## src/rtl/fra_pkg.sv

```systemverilog
`timescale 1ns / 1ps
// Shared types and codes for the frame ring allocator.
package fra_pkg;

  // Item modes
  localparam logic [1:0] MODE_ALLOC   = 2'd0;
  localparam logic [1:0] MODE_FINISH  = 2'd1;
  localparam logic [1:0] MODE_RELEASE = 2'd2;

  // Result status codes
  localparam logic [1:0] STATUS_OK       = 2'd0;
  localparam logic [1:0] STATUS_NO_SPACE = 2'd1;
  localparam logic [1:0] STATUS_Q_FULL   = 2'd2;

  // Ring size register after reset
  localparam logic [16:0] RING_SIZE_RESET = 17'h10000;

  typedef struct packed {
    logic [1:0]  mode;
    logic [16:0] request_bytes;
    logic [63:0] frame_number;
  } in_item_t;

  typedef struct packed {
    logic [1:0]  status;
    logic [15:0] offset;
    logic [16:0] used_bytes;
    logic [4:0]  released_frames;
  } out_item_t;

  // Controller to datapath
  typedef struct packed {
    logic load;
    logic exec_simple;
    logic pop;
    logic emit_release;
  } fra_cmd_t;

  // Datapath to controller
  typedef struct packed {
    logic is_release;
    logic out_free;
    logic queue_empty;
    logic pop_ok;
  } fra_stat_t;

endpackage

```

## src/rtl/fra_ctrl.sv

```systemverilog
`timescale 1ns / 1ps
// Sequencing state machine of the frame ring allocator.
module fra_ctrl import fra_pkg::*; (
  input  logic      clk,
  input  logic      rst,
  input  logic      in_valid,
  output logic      in_ready,
  input  fra_stat_t stat,
  output fra_cmd_t  cmd
);

  localparam logic [2:0] ST_IDLE  = 3'd0;
  localparam logic [2:0] ST_EXEC  = 3'd1;
  localparam logic [2:0] ST_READ  = 3'd2;
  localparam logic [2:0] ST_CHECK = 3'd3;
  localparam logic [2:0] ST_FINAL = 3'd4;

  logic [2:0] state;
  logic [2:0] state_next;

  assign in_ready = (state == ST_IDLE);

  // Decode next state and commands
  always_comb begin
    state_next = state;
    cmd        = '0;
    unique case (state)
      ST_IDLE: begin
        if (in_valid) begin
          cmd.load   = 1'b1;
          state_next = ST_EXEC;
        end
      end
      ST_EXEC: begin
        if (stat.is_release) begin
          state_next = ST_READ;
        end else if (stat.out_free) begin
          cmd.exec_simple = 1'b1;
          state_next      = ST_IDLE;
        end
      end
      ST_READ: begin
        // marker head is fetched this cycle
        state_next = stat.queue_empty ? ST_FINAL : ST_CHECK;
      end
      ST_CHECK: begin
        if (stat.pop_ok) begin
          cmd.pop    = 1'b1;
          state_next = ST_READ;
        end else begin
          state_next = ST_FINAL;
        end
      end
      ST_FINAL: begin
        if (stat.out_free) begin
          cmd.emit_release = 1'b1;
          state_next       = ST_IDLE;
        end
      end
      default: begin
        state_next = ST_IDLE;
      end
    endcase
  end

  // Advance state
  always_ff @(posedge clk) begin
    if (rst) begin
      state <= ST_IDLE;
    end else begin
      state <= state_next;
    end
  end

endmodule

```

## src/rtl/fra_datapath.sv

```systemverilog
`timescale 1ns / 1ps
// Ring pointers, marker queue memory and result register of the allocator.
module fra_datapath import fra_pkg::*; #(
  parameter int MAX_RING_BYTES = 65536,
  parameter int MIN_RING_BYTES = 256,
  parameter int MARKER_DEPTH   = 16
) (
  input  logic        clk,
  input  logic        rst,
  input  logic        cfg_we,
  input  logic [16:0] cfg_data,
  input  in_item_t    in_item,
  input  fra_cmd_t    cmd,
  output fra_stat_t   stat,
  output logic        out_valid,
  input  logic        out_ready,
  output out_item_t   out_item
);

  localparam int OFS_W = $clog2(MAX_RING_BYTES + 1);
  localparam int CW    = ((OFS_W > 17) ? OFS_W : 17) + 1;
  localparam int PTR_W = $clog2(MARKER_DEPTH);
  localparam int CNT_W = $clog2(MARKER_DEPTH + 1);
  localparam int MEM_W = 2 * OFS_W + 64;

  logic [16:0]      ring_size;
  logic [OFS_W-1:0] head_offset;
  logic [OFS_W-1:0] tail_offset;
  logic [OFS_W-1:0] used_count;
  logic [OFS_W-1:0] frame_bytes;
  logic [PTR_W-1:0] rd_ptr;
  logic [PTR_W-1:0] wr_ptr;
  logic [CNT_W-1:0] marker_count;
  logic [CNT_W-1:0] released;
  in_item_t         item;
  out_item_t        result;

  logic [MEM_W-1:0] marker_mem [MARKER_DEPTH];
  logic [MEM_W-1:0] rd_data;

  logic [OFS_W-1:0] m_tail;
  logic [OFS_W-1:0] m_bytes;
  logic [63:0]      m_frame;

  logic [CW-1:0]    size_a;
  logic [CW-1:0]    size_e;
  logic [CW-1:0]    head_w;
  logic [CW-1:0]    tail_w;
  logic [CW-1:0]    used_w;
  logic [CW-1:0]    fb_w;
  logic [CW-1:0]    req_w;
  logic [CW-1:0]    tail_plus;
  logic [CW-1:0]    skip;
  logic [CW:0]      used_wrap;
  logic [CW:0]      fb_wrap;

  logic             grant;
  logic [OFS_W-1:0] tail_new;
  logic [OFS_W-1:0] used_new;
  logic [OFS_W-1:0] fb_new;
  logic [OFS_W-1:0] grant_offset;
  logic [OFS_W-1:0] used_pop;
  logic             q_full;
  logic             push;
  logic [PTR_W-1:0] rd_ptr_inc;
  logic [PTR_W-1:0] wr_ptr_inc;
  logic [1:0]       simple_status;

  assign {m_tail, m_bytes, m_frame} = rd_data;

  // Clamp the ring size into the legal range
  assign size_a = (CW'(ring_size) < CW'(MIN_RING_BYTES)) ? CW'(MIN_RING_BYTES)
                                                          : CW'(ring_size);
  assign size_e = (size_a > CW'(MAX_RING_BYTES)) ? CW'(MAX_RING_BYTES) : size_a;

  assign head_w    = CW'(head_offset);
  assign tail_w    = CW'(tail_offset);
  assign used_w    = CW'(used_count);
  assign fb_w      = CW'(frame_bytes);
  assign req_w     = CW'(item.request_bytes);
  assign tail_plus = tail_w + req_w;
  assign skip      = (size_e > tail_w) ? (size_e - tail_w) : '0;
  assign used_wrap = (CW + 1)'(used_w) + (CW + 1)'(skip) + (CW + 1)'(req_w);
  assign fb_wrap   = (CW + 1)'(fb_w) + (CW + 1)'(skip) + (CW + 1)'(req_w);

  // Place an allocation at the tail, or wrap it to offset zero
  always_comb begin
    grant        = 1'b0;
    tail_new     = tail_offset;
    used_new     = used_count;
    fb_new       = frame_bytes;
    grant_offset = '0;
    if (used_w >= size_e) begin
      grant = 1'b0;
    end else if (tail_w >= head_w) begin
      if (tail_plus <= size_e) begin
        grant        = 1'b1;
        grant_offset = tail_offset;
        tail_new     = OFS_W'(tail_plus);
        used_new     = OFS_W'(used_w + req_w);
        fb_new       = OFS_W'(fb_w + req_w);
      end else if (req_w <= head_w) begin
        grant    = 1'b1;
        tail_new = OFS_W'(req_w);
        used_new = OFS_W'(used_wrap);
        fb_new   = OFS_W'(fb_wrap);
      end
    end else if (tail_plus <= head_w) begin
      grant        = 1'b1;
      grant_offset = tail_offset;
      tail_new     = OFS_W'(tail_plus);
      used_new     = OFS_W'(used_w + req_w);
      fb_new       = OFS_W'(fb_w + req_w);
    end
  end

  assign q_full     = (marker_count == CNT_W'(MARKER_DEPTH));
  assign push       = cmd.exec_simple && (item.mode == MODE_FINISH) && !q_full;
  assign used_pop   = (used_count >= m_bytes) ? (used_count - m_bytes) : '0;
  assign rd_ptr_inc = (rd_ptr == PTR_W'(MARKER_DEPTH - 1)) ? '0 : rd_ptr + 1'b1;
  assign wr_ptr_inc = (wr_ptr == PTR_W'(MARKER_DEPTH - 1)) ? '0 : wr_ptr + 1'b1;

  always_comb begin
    simple_status = STATUS_OK;
    if (item.mode == MODE_ALLOC && !grant) begin
      simple_status = STATUS_NO_SPACE;
    end else if (item.mode == MODE_FINISH && q_full) begin
      simple_status = STATUS_Q_FULL;
    end
  end

  // Status toward the controller
  assign stat.is_release  = (item.mode == MODE_RELEASE);
  assign stat.out_free    = !out_valid || out_ready;
  assign stat.queue_empty = (marker_count == '0);
  assign stat.pop_ok      = (m_frame <= item.frame_number);

  assign out_item = result;

  // Ring state and marker queue control
  always_ff @(posedge clk) begin
    if (rst) begin
      ring_size    <= RING_SIZE_RESET;
      head_offset  <= '0;
      tail_offset  <= '0;
      used_count   <= '0;
      frame_bytes  <= '0;
      rd_ptr       <= '0;
      wr_ptr       <= '0;
      marker_count <= '0;
      out_valid    <= 1'b0;
    end else begin
      // Raise the result when an item finishes, drop it once taken
      if (!cfg_we && (cmd.exec_simple || cmd.emit_release)) begin
        out_valid <= 1'b1;
      end else if (out_valid && out_ready) begin
        out_valid <= 1'b0;
      end
      if (cfg_we) begin
        ring_size    <= cfg_data;
        head_offset  <= '0;
        tail_offset  <= '0;
        used_count   <= '0;
        frame_bytes  <= '0;
        rd_ptr       <= '0;
        wr_ptr       <= '0;
        marker_count <= '0;
      end else begin
        if (cmd.exec_simple) begin
          if (item.mode == MODE_ALLOC && grant) begin
            tail_offset <= tail_new;
            used_count  <= used_new;
            frame_bytes <= fb_new;
          end
          if (push) begin
            wr_ptr       <= wr_ptr_inc;
            marker_count <= marker_count + 1'b1;
            frame_bytes  <= '0;
          end
        end
        if (cmd.pop) begin
          used_count   <= used_pop;
          head_offset  <= m_tail;
          rd_ptr       <= rd_ptr_inc;
          marker_count <= marker_count - 1'b1;
        end
      end
    end
  end

  // Hold the item, count pops and build the result
  always_ff @(posedge clk) begin
    if (cmd.load) begin
      item     <= in_item;
      released <= '0;
    end else if (cmd.pop) begin
      released <= released + 1'b1;
    end
    if (cmd.exec_simple) begin
      result.status          <= simple_status;
      result.offset          <= (item.mode == MODE_ALLOC && grant) ? 16'(grant_offset) : '0;
      result.used_bytes      <= (item.mode == MODE_ALLOC && grant) ? 17'(used_new)
                                                                  : 17'(used_count);
      result.released_frames <= '0;
    end else if (cmd.emit_release) begin
      result.status          <= STATUS_OK;
      result.offset          <= '0;
      result.used_bytes      <= 17'(used_count);
      result.released_frames <= 5'(released);
    end
  end

  // Marker queue memory
  always_ff @(posedge clk) begin
    if (push && !cfg_we) begin
      marker_mem[wr_ptr] <= {tail_offset, frame_bytes, item.frame_number};
    end
    rd_data <= marker_mem[rd_ptr];
  end

  a_count_bound: assert property (@(posedge clk) disable iff (rst)
    marker_count <= CNT_W'(MARKER_DEPTH))
    else $error("marker count above queue depth");

  a_empty_ptrs: assert property (@(posedge clk) disable iff (rst)
    marker_count == '0 |-> rd_ptr == wr_ptr)
    else $error("empty marker queue with unequal pointers");

  a_pop_legal: assert property (@(posedge clk) disable iff (rst)
    cmd.pop |-> (marker_count != '0) && (m_frame <= item.frame_number))
    else $error("marker popped from empty queue or above bound");

  a_result_slot: assert property (@(posedge clk) disable iff (rst)
    (cmd.exec_simple || cmd.emit_release) |-> (!out_valid || out_ready))
    else $error("result overwritten before it was taken");

endmodule

```

## src/rtl/frame_ring_allocator_top.sv

```systemverilog
`timescale 1ns / 1ps
// Top level of the frame ring allocator: controller plus datapath.
//
//  channel  | signals                      | transfer
//  ---------+------------------------------+------------------------------
//  input    | in_valid, in_ready, in_item  | valid and ready high at edge
//  output   | out_valid, out_ready, out_item | valid and ready high at edge
//  config   | cfg_we, cfg_data             | cfg_we high at edge
//
// Allocate, finish and unused-mode items: the item is registered on accept,
// then the execute state registers the result and returns to idle.
// Release: execute, then read and check once per marker popped, then final;
// each pop costs a registered read of the marker memory and a compare.
// One item is worked at a time; in_ready is high whenever the controller is
// idle, even while the previous result waits on out_ready.
// A waiting result stalls only the finishing step of the next item.
// Reset and a ring_size write both empty the ring and the marker queue.
module frame_ring_allocator_top import fra_pkg::*; #(
  parameter int MAX_RING_BYTES = 65536,
  parameter int MIN_RING_BYTES = 256,
  parameter int MARKER_DEPTH   = 16
) (
  input  logic        clk,
  input  logic        rst,
  input  logic        cfg_we,
  input  logic [16:0] cfg_data,
  input  logic        in_valid,
  output logic        in_ready,
  input  in_item_t    in_item,
  output logic        out_valid,
  input  logic        out_ready,
  output out_item_t   out_item
);

  fra_cmd_t  cmd;
  fra_stat_t stat;

  // Sequence each item
  fra_ctrl u_ctrl (
    .clk      (clk),
    .rst      (rst),
    .in_valid (in_valid),
    .in_ready (in_ready),
    .stat     (stat),
    .cmd      (cmd)
  );

  // Hold ring state and marker queue
  fra_datapath #(
    .MAX_RING_BYTES (MAX_RING_BYTES),
    .MIN_RING_BYTES (MIN_RING_BYTES),
    .MARKER_DEPTH   (MARKER_DEPTH)
  ) u_datapath (
    .clk       (clk),
    .rst       (rst),
    .cfg_we    (cfg_we),
    .cfg_data  (cfg_data),
    .in_item   (in_item),
    .cmd       (cmd),
    .stat      (stat),
    .out_valid (out_valid),
    .out_ready (out_ready),
    .out_item  (out_item)
  );

endmodule

```

## config.mk

```make
export PLATFORM = sky130hd
export DESIGN_NAME = frame_ring_allocator_top
export DESIGN_NICKNAME = d
export VERILOG_FILES = /design/src/rtl/fra_pkg.sv /design/src/rtl/fra_ctrl.sv /design/src/rtl/fra_datapath.sv /design/src/rtl/frame_ring_allocator_top.sv
export SDC_FILE = /design/constraint.sdc
export NUM_CORES = 2
export LEC_CHECK = 0
export ABC_AREA = 0
export BUFFER_PORTS_ARGS = -buffer_cell sky130_fd_sc_hd__buf_2
export CORE_AREA = 3 3 384 386
export DETAILED_ROUTE_END_ITERATION = 8
export DIE_AREA = 0 0 387 389
export PLACE_DENSITY = 0.74
export SLEW_MARGIN = 40
export SYNTH_ARGS = -nofsm -noshare
export SYNTH_HDL_FRONTEND = slang
export SYNTH_SLANG_ARGS = --single-unit
```

## constraint.sdc

```tcl
create_clock -name clk -period 12.3 [get_ports clk]
set_input_delay 1.23 -clock clk [delete_from_list [all_inputs] [get_ports clk]]
set_output_delay 1.23 -clock clk [all_outputs]
set_load 0.01 [all_outputs]
```

# [Word-level counts from Yosys, hierarchy flattened]
# Memory sizes are Yosys's and may differ from the RTL's. A register that Yosys moved wholly into a read port is not among the register bits.
# Index checks and enable logic that the tools add are counted.
[totals] wordCells=146 n_memories=1 ff_bits=230 output_inout_bits=42 in_bits=105 ramBits=1568
[op_classes] reduce_logical=29 n_bitwise=1 add_sub_neg=14 n_eq_ne=13 muxes=60 magnitude_cmp=10
[memory_table] memory="u_datapath.marker_mem" depth=16 word_bits=98 read_ports=1 rd_clocked_by_memory_dff=1 wr=1 line_no="fra_datapath.sv:38" source="logic [MEM_W-1:0] marker_mem [MARKER_DEPTH];"
[ops] cell="$mux W17" n=23
[ops] cell="$add A17 B17 Y17" n=6
[ops] cell="$mux W16" n=5
[ops] cell="$mux W40" n=2
[ops] cell="$le A64 B64 Y1" n=1
[ops] cell="$ge A17 B17 Y1" n=2
[ops] cell="$sub A17 B17 Y17" n=2
[ops] cell="$add A17 B17 Y18" n=1
[ops] cell="$ge A17 B18 Y1" n=1
[ops] cell="$gt A18 B17 Y1 const B" n=1
[ops] cell="$le A18 B17 Y1" n=1
[ops] cell="$le A18 B18 Y1" n=1
[ops] cell="$gt A17 B17 Y1" n=1
[ops] cell="$le A17 B17 Y1" n=1
[ops] cell="$lt A17 B9 Y1 const B" n=1
[ops] cell="$mux W1" n=17
[ops] cell="$mux W3" n=5
[ops] cell="$mux W5" n=3
[ops] cell="$pmux W3 S5" n=1
[ops] cell="$reduce_bool A2 Y1" n=6
[ops] cell="$add A5 B1 Y5 const B" n=2
[ops] cell="$reduce_and A5 Y1" n=2
[ops] cell="$add A4 B1 Y4 const B" n=2
[ops] cell="$eq A4 B4 Y1 const B" n=2
[ops] cell="other kinds (23)" n=38

# [Longest topological paths before layout]
[depth] depth_word=15 ltp_mapped=29 mapped_depth_nobuf=29

# [Hierarchy]
# From an unflattened synthesis, not the netlist that was laid out.
[unflattened] cells_unflattened=4317 area_unflattened_um2=79125.9
[modules_own_cells] module="fra_datapath" instances=1 area_each_um2=78876.9 cells_per_inst=4288 seq_area_each_um2=54772.5
[modules_own_cells] module="fra_ctrl" instances=1 area_each_um2=249.0 cells_per_inst=29 seq_area_each_um2=60.1

# [Worst setup path after synthesis]
# OpenSTA, ideal clock, no wires.
[synth_timing] path_kind="in2reg" from="input out_ready" to="memory u_datapath.marker_mem[7][0] (netlist bit), enable pin" path_stages=5 setup_time_ns=0.795 path_buffers=1 setup_slack_ns=0.226 required_ns=11.505 arrival_ns=11.279 cell_sequence="nor2b_1 nor4_1 nand3_1 clkbuf_1 nor4_1"
[synth_via] elab_chain_cells=9
[synth_rtl] element="start: declaration" line_no="frame_ring_allocator_top.sv:31" source="input logic out_ready,"
[synth_rtl] element="$logic_or A1 B1 Y1" line_no="fra_datapath.sv:134" source="assign stat.out_free = !out_valid || out_ready;"
[synth_rtl] element="$mux W1" line_no="fra_ctrl.sv:37" source="end else if (stat.out_free) begin"
[synth_rtl] element="$mux W1" line_no="fra_ctrl.sv:35" source="if (stat.is_release) begin"
[synth_rtl] element="$mux W1" line_no="fra_ctrl.sv:27" source="unique case (state)"
[synth_rtl] element="$logic_and A1 B1 Y1 (2 in a row)" line_no="fra_datapath.sv:118" source="assign push = cmd.exec_simple && (item.mode == MODE_FINISH) && !q_full;"
[synth_rtl] element="$logic_and A1 B1 Y1" line_no="fra_datapath.sv:215" source="if (push && !cfg_we) begin"
[synth_rtl] element="$mux W1" line_no="fra_datapath.sv:215"
[synth_rtl] element="$mux W1 (not written as such)" line_no="fra_datapath.sv:216" source="marker_mem[wr_ptr] <= {tail_offset, frame_bytes, item.frame_number};"
[synth_rtl] element="end: declaration" line_no="fra_datapath.sv:38"
# Every way passes these cells.

# [Worst setup path in the final report]
[layout_timing] from="register u_datapath.ring_size[12]" to="register u_datapath.result, in the netlist u_datapath.out_item[21], data pin"
[layout_via] elab_chain_cells=14 word_cells_on_any_way=21 classes_between="add/sub (3); order compare (5); mux (12); reduce/logical (1)"
[layout_rtl] element="start: declaration" line_no="fra_datapath.sv:26" source="logic [16:0] ring_size;"
[layout_rtl] element="start signal: assignment" line_no="fra_datapath.sv:160" source="ring_size <= cfg_data;"
[layout_rtl] element="$lt A17 B9 Y1" line_no="fra_datapath.sv:72" source="assign size_a = (CW'(ring_size) < CW'(MIN_RING_BYTES)) ? CW'(MIN_RING_BYTES)"
[layout_rtl] element="$mux W17 (*)" line_no="fra_datapath.sv:72"
[layout_rtl] element="$gt A18 B17 Y1" line_no="fra_datapath.sv:74" source="assign size_e = (size_a > CW'(MAX_RING_BYTES)) ? CW'(MAX_RING_BYTES) : size_a;"
[layout_rtl] element="$mux W17 (*)" line_no="fra_datapath.sv:74"
[layout_rtl] element="$sub A17 B17 Y17 or $gt A17 B17 Y1 (tied branches)" line_no="fra_datapath.sv:82" source="assign skip = (size_e > tail_w) ? (size_e - tail_w) : '0;"
[layout_rtl] element="$mux W17" line_no="fra_datapath.sv:82"
[layout_rtl] element="$add A17 B17 Y17 (2 in a row)" line_no="fra_datapath.sv:83" source="assign used_wrap = (CW + 1)'(used_w) + (CW + 1)'(skip) + (CW + 1)'(req_w);"
[layout_rtl] element="$mux W17" line_no="fra_datapath.sv:102" source="end else if (req_w <= head_w) begin"
[layout_rtl] element="$mux W17" line_no="fra_datapath.sv:96" source="if (tail_plus <= size_e) begin"
[layout_rtl] element="$mux W17" line_no="fra_datapath.sv:95" source="end else if (tail_w >= head_w) begin"
[layout_rtl] element="$mux W17" line_no="fra_datapath.sv:93" source="if (used_w >= size_e) begin"
[layout_rtl] element="$mux W17 (*)" line_no="fra_datapath.sv:202" source="result.used_bytes <= (item.mode == MODE_ALLOC && grant) ? 17'(used_new)"
[layout_rtl] element="$mux W40 (*)" line_no="fra_datapath.sv:199" source="if (cmd.exec_simple) begin"
[layout_rtl] element="end: declaration" line_no="fra_datapath.sv:36" source="out_item_t result;"
# Mark *: on every way between the ends. The rest lies on a longest branch, timed or not.
# A chain may end at the register's enable or synchronous reset.

==> summary.txt <==
Run status
  – Status: completed

Critical path
  – Reg2reg setup slack: 5.10 ns
  – CP max stage cell: o31ai_1
  – Worst setup EP type: flip-flop
  – CP startpoint kind: flip-flop
  – WP data required: 12.84 ns
  – Crit path DAT: 7.75 ns
  – Crit-path max FO: 8
  – Family with the most delay on the worst path: compound AO/OA/AOI/OAI gates
  – Setup CP Type: flip-flop to flip-flop
  – Reg2reg end: u_datapath.out_item[21]
  – Start of the worst register-to-register path: u_datapath.ring_size[12]
  – Cell mode on critical path: nand2_1
  – Slowest stage delay, CP: 0.53 ns
  – WP buf/inv: 2
  – Reg2reg path depth: 26

Synthesis
  – Synth Area in Compound Gates: 4.316%
  – Count leader, synth: edfxtp_1
  – Mapped cell area: 79,120 um^2
  – Post-synth top flop: edfxtp_1
  – Xor-xnor portion of the synthesized cell area: 1.069%
  – Yosys cell types: 80
  – Leading cell types by count after synthesis: 1,686 x edfxtp_1, 490 x mux4_2, 271 x ha_1
  – Main combinational cell family by area after synthesis: multiplexers
  – Synth Area in Simple Gates: 3.944%
  – FF+latch count, synth: 1,896
  – YS warnings: 0
  – Seq/Total Area, Yosys: 69.31%
  – Post-synth EDFFs: 1,686
  – Syn Nets: 4,764
  – Mapped Avg Cell Area: 18.20 um^2
  – Multiplexer area fraction after synthesis: 14.33%
  – Post-Synthesis Cells: 4,348
  – Post-Synth Adder-Cell Area: 5.298%
  – Share of Yosys cell area claimed by the top area cell type: 63.99%
  – Async S/R FF share, synth: 0%
  – Synth area leaders: edfxtp_1 64%, mux4_2 14%, dfxtp_1 5.3%, ha_1 4.3%, nand2_1 1.0%
  – Yosys top cell by area: edfxtp_1

Clocking
  – CTS root buf: clkbuf_16
  – PostCTS Resize Cnt: 0
  – Post-CTS setup buffer count: 0
  – H-tree Lvls: 4
  – Clk_lat worst skew: 0.82 ns
  – Sink Count: 1,896
  – CTS tree: built
  – Clock-pin slew on the worst setup and hold paths: 0.06 ns
  – Max Buffers Root-to-Sink: 3
  – Post-cts hold buffer count: 0
  – Inserted Clock Buffers: 186

Cells and area
  – Reg area: 54,850 um^2
  – Layout Cell Area excl Fill: 88,930 um^2
  – Fillers: 9,817
  – Layout cells sized above 1: 22.41%
  – Multi-input logic area: 22,990 um^2
  – Nets: 5,024
  – Area growth from synthesis to layout: 12.41%

Power and ir drop
  – Final Power: 13.56 mW
  – Lkg Pwr: 30.02 nW
  – Switching power of the nets: 2.994 mW
  – Flop pwr share: 52.6%
  – Clock network fraction of total power: 42.0%
  – Power per cell area: 152.5 nW/um^2
  – Net Sw Frac: 22.08%
  – Worst vdd ir: 0.1390 mV
  – Logic gate share of total power: 5.5%
  – P_int: 10.57 mW

Min path
  – Min-Delay Endpoint: u_datapath.out_item[4]
  – Worst Hold Class: flip-flop to flip-flop
  – Hold_sp: u_datapath.out_item[4]
  – Hold path depth: 2

Routing
  – Routed WL: 191,000 um
  – Vias: 42,130
  – # DRC: 0
  – First-pass detailed-route iteration total: 6
  – Vias/cell: 6.312
  – WL/cell: 28.61 um
  – Post-DRT Antenna Nets: 0
  – Drt initial violations: 4,487

Floorplan
  – Die Height: 389 um
  – Ports: 147
  – Die W: 387 um
  – Initial Util: 55.01%
  – Core area: 143,800 um^2
  – Rows: 139
  – Die ar.: 150,500 um^2

Flow run
  – Max-cap viol count: 0

Global routing
  – First-pass GRT wire length: 283,000 um
  – Initial antenna violation count: 4
  – Pin count of the biggest net entering global routing: 99
  – Number of global-route vias before repair: 43,010
  – Remaining global-route overflow: 0
  – Total GRT Usage: 25.47%

Place
  – IO buf count: 146
  – Routability Congestion: 0.9173
  – Placed standard-cell area: 82,600 um^2
  – Hpwl dp: 107,800 um

STA
  – Final setup fails: 0
  – Pins over their slew limit: 0
  – Setup Skew: 0.03647 ns
  – Max_slew headroom: 41.77%
  – Tmin final: 7.203 ns
  – RSZ-0062 raised after global routing: no
  – Tightest Pin Transition: 0.8723 ns
  – Setup TNS: 0 ns
  – Final-report hold violation count: 0
  – Ratio of final minimum period to clock period: 58.56%
  – Fmax: 0.1388 GHz
registers in the layout (all words and copies together) (netlist names), 4 cells and up:
name / count
u_datapath.ring_size: 17
u_datapath.wr_ptr: 4
u_datapath.rd_data: 98
u_datapath.head_offset: 17
u_datapath.rd_ptr: 4
u_datapath.tail_offset: 17
u_datapath.released: 5
u_datapath.marker_count: 5
u_datapath.used_count: 17
u_datapath.item: 83
u_datapath.marker_mem: 1568
u_datapath.out_item: 40
u_datapath.frame_bytes: 17
cells in the final DEF (no fill, tap or decap), types with 13 or more instances in the layout:
cell / instances
buf_12: 15
buf_4: 52
buf_2: 146
clkinv_1: 20
fa_1: 40
ha_1: 271
xnor2_1: 59
nand3_1: 57
nor2_1: 164
o21bai_1: 13
clkbuf_8: 25
inv_1: 184
mux4_2: 490
o211ai_1: 34
dfxtp_1: 205
buf_6: 21
xor2_1: 35
nor4_1: 25
nor3_1: 47
o21a_1: 29
nand2b_1: 23
and3_1: 16
a211oi_1: 20
a21oi_1: 149
nand4_1: 29
clkbuf_16: 186
a21o_1: 64
bufinv_16: 13
clkbuf_1: 44
nor2b_1: 21
or3_1: 17
edfxtp_1: 1686
a31oi_1: 16
o21ai_0: 63
clkinv_2: 36
and2_4: 15
nand2_1: 216
a311oi_1: 16
mux2i_1: 28
worst max-delay path by stage:
stage	cells past startpoint	to	slack, ns	start
finish	26	u_datapath.out_item[21]	5.10	u_datapath.ring_size[12]
CTS	26	u_datapath.out_item[21]	5.20	u_datapath.ring_size[12]
detailed placement	26	u_datapath.out_item[21]	5.22	u_datapath.ring_size[12]
global route	26	u_datapath.out_item[21]	4.51	u_datapath.ring_size[12]
global placement	26	u_datapath.out_item[21]	5.37	u_datapath.ring_size[1]
floorplan	5	u_datapath.marker_mem[7][0]	0.23	out_ready
power groups by stage:
stage | clock network [mW] | registers, mW | logic [mW]
3_5_place_dp | 0 | 7.27 | 0.723
6_report | 5.69 | 7.13 | 0.740
3_3_place_gp | 0 | 7.26 | 0.718
2_1_floorplan | 0 | 7.24 | 0.485
5_1_grt | 6.04 | 7.14 | 0.813
4_1_cts | 5.78 | 7.13 | 0.731
layer usage:
layer / part of all wire (%) / track usage (%) / wire, um
met1: 40 / 35.80 / 76090
met2: 49 / 41.18 / 94340
met3: 7.8 / 4.001 / 14980
met4: 2.9 / 8.760 / 5548
met5: 0 / 0 / 0
worst register-to-register path, stage by stage, from the launching register on:
cell and delay, ns:
dfxtp_1 0.33, nor4_1 0.32, nand2_1 0.14, o31ai_1 0.53, o31a_1 0.38, nand2_1 0.18
inv_1 0.13, ha_1 0.14, nor2b_1 0.11, o21ai_0 0.12, a21o_1 0.21, a21oi_1 0.33
a31o_2 0.27, a21o_1 0.29, nand2_1 0.17, fa_1 0.53, inv_1 0.05, ha_1 0.33
nand3_1 0.09, o211ai_1 0.30, o221ai_1 0.30, o31ai_1 0.44, o211ai_1 0.18, a211oi_1 0.44
nor3_1 0.14, a21boi_0 0.15, or3_1 0.35
final cells by class:
type	count	area share (%)
Inverter	185	0.7808
Sequential cell	1896	61.68
Timing Repair Buffer	240	2.050
Clock inverter	96	1.159
Antenna cell	1	0.002814
Multi-Input combinational cell	2099	25.85
Tap cell	1903	2.677
Clock buffer	255	5.806
through the flow:
step | setup WS, ns | hold slack, ns | utilization [%] | instances
3_3_place_gp | 5.369 | 0.4344 | 57.19 | 6306
6_report | 5.097 | 0.4489 | 61.83 | 6675
2_1_floorplan | 0.2261 | 0.4174 | - | 4348
3_5_place_dp | 5.217 | 0.4349 | 57.43 | 6318
5_1_grt | 4.508 | 0.4703 | 61.83 | 6674
4_1_cts | 5.200 | 0.4532 | 61.74 | 6669
cells by family (layout without fill, tap and decap cells):
logic type / Yosys count / count (layout)
flops: 1896 / 1896
simple gates: 665 / 665
mux: 520 / 520
compound gates: 508 / 508
buf+inv: 353 / 776
fa+ha+maj: 311 / 311
xor+xnor: 95 / 95
other cells: 0 / 1
Note: power is estimated with default switching activity, not from simulation.
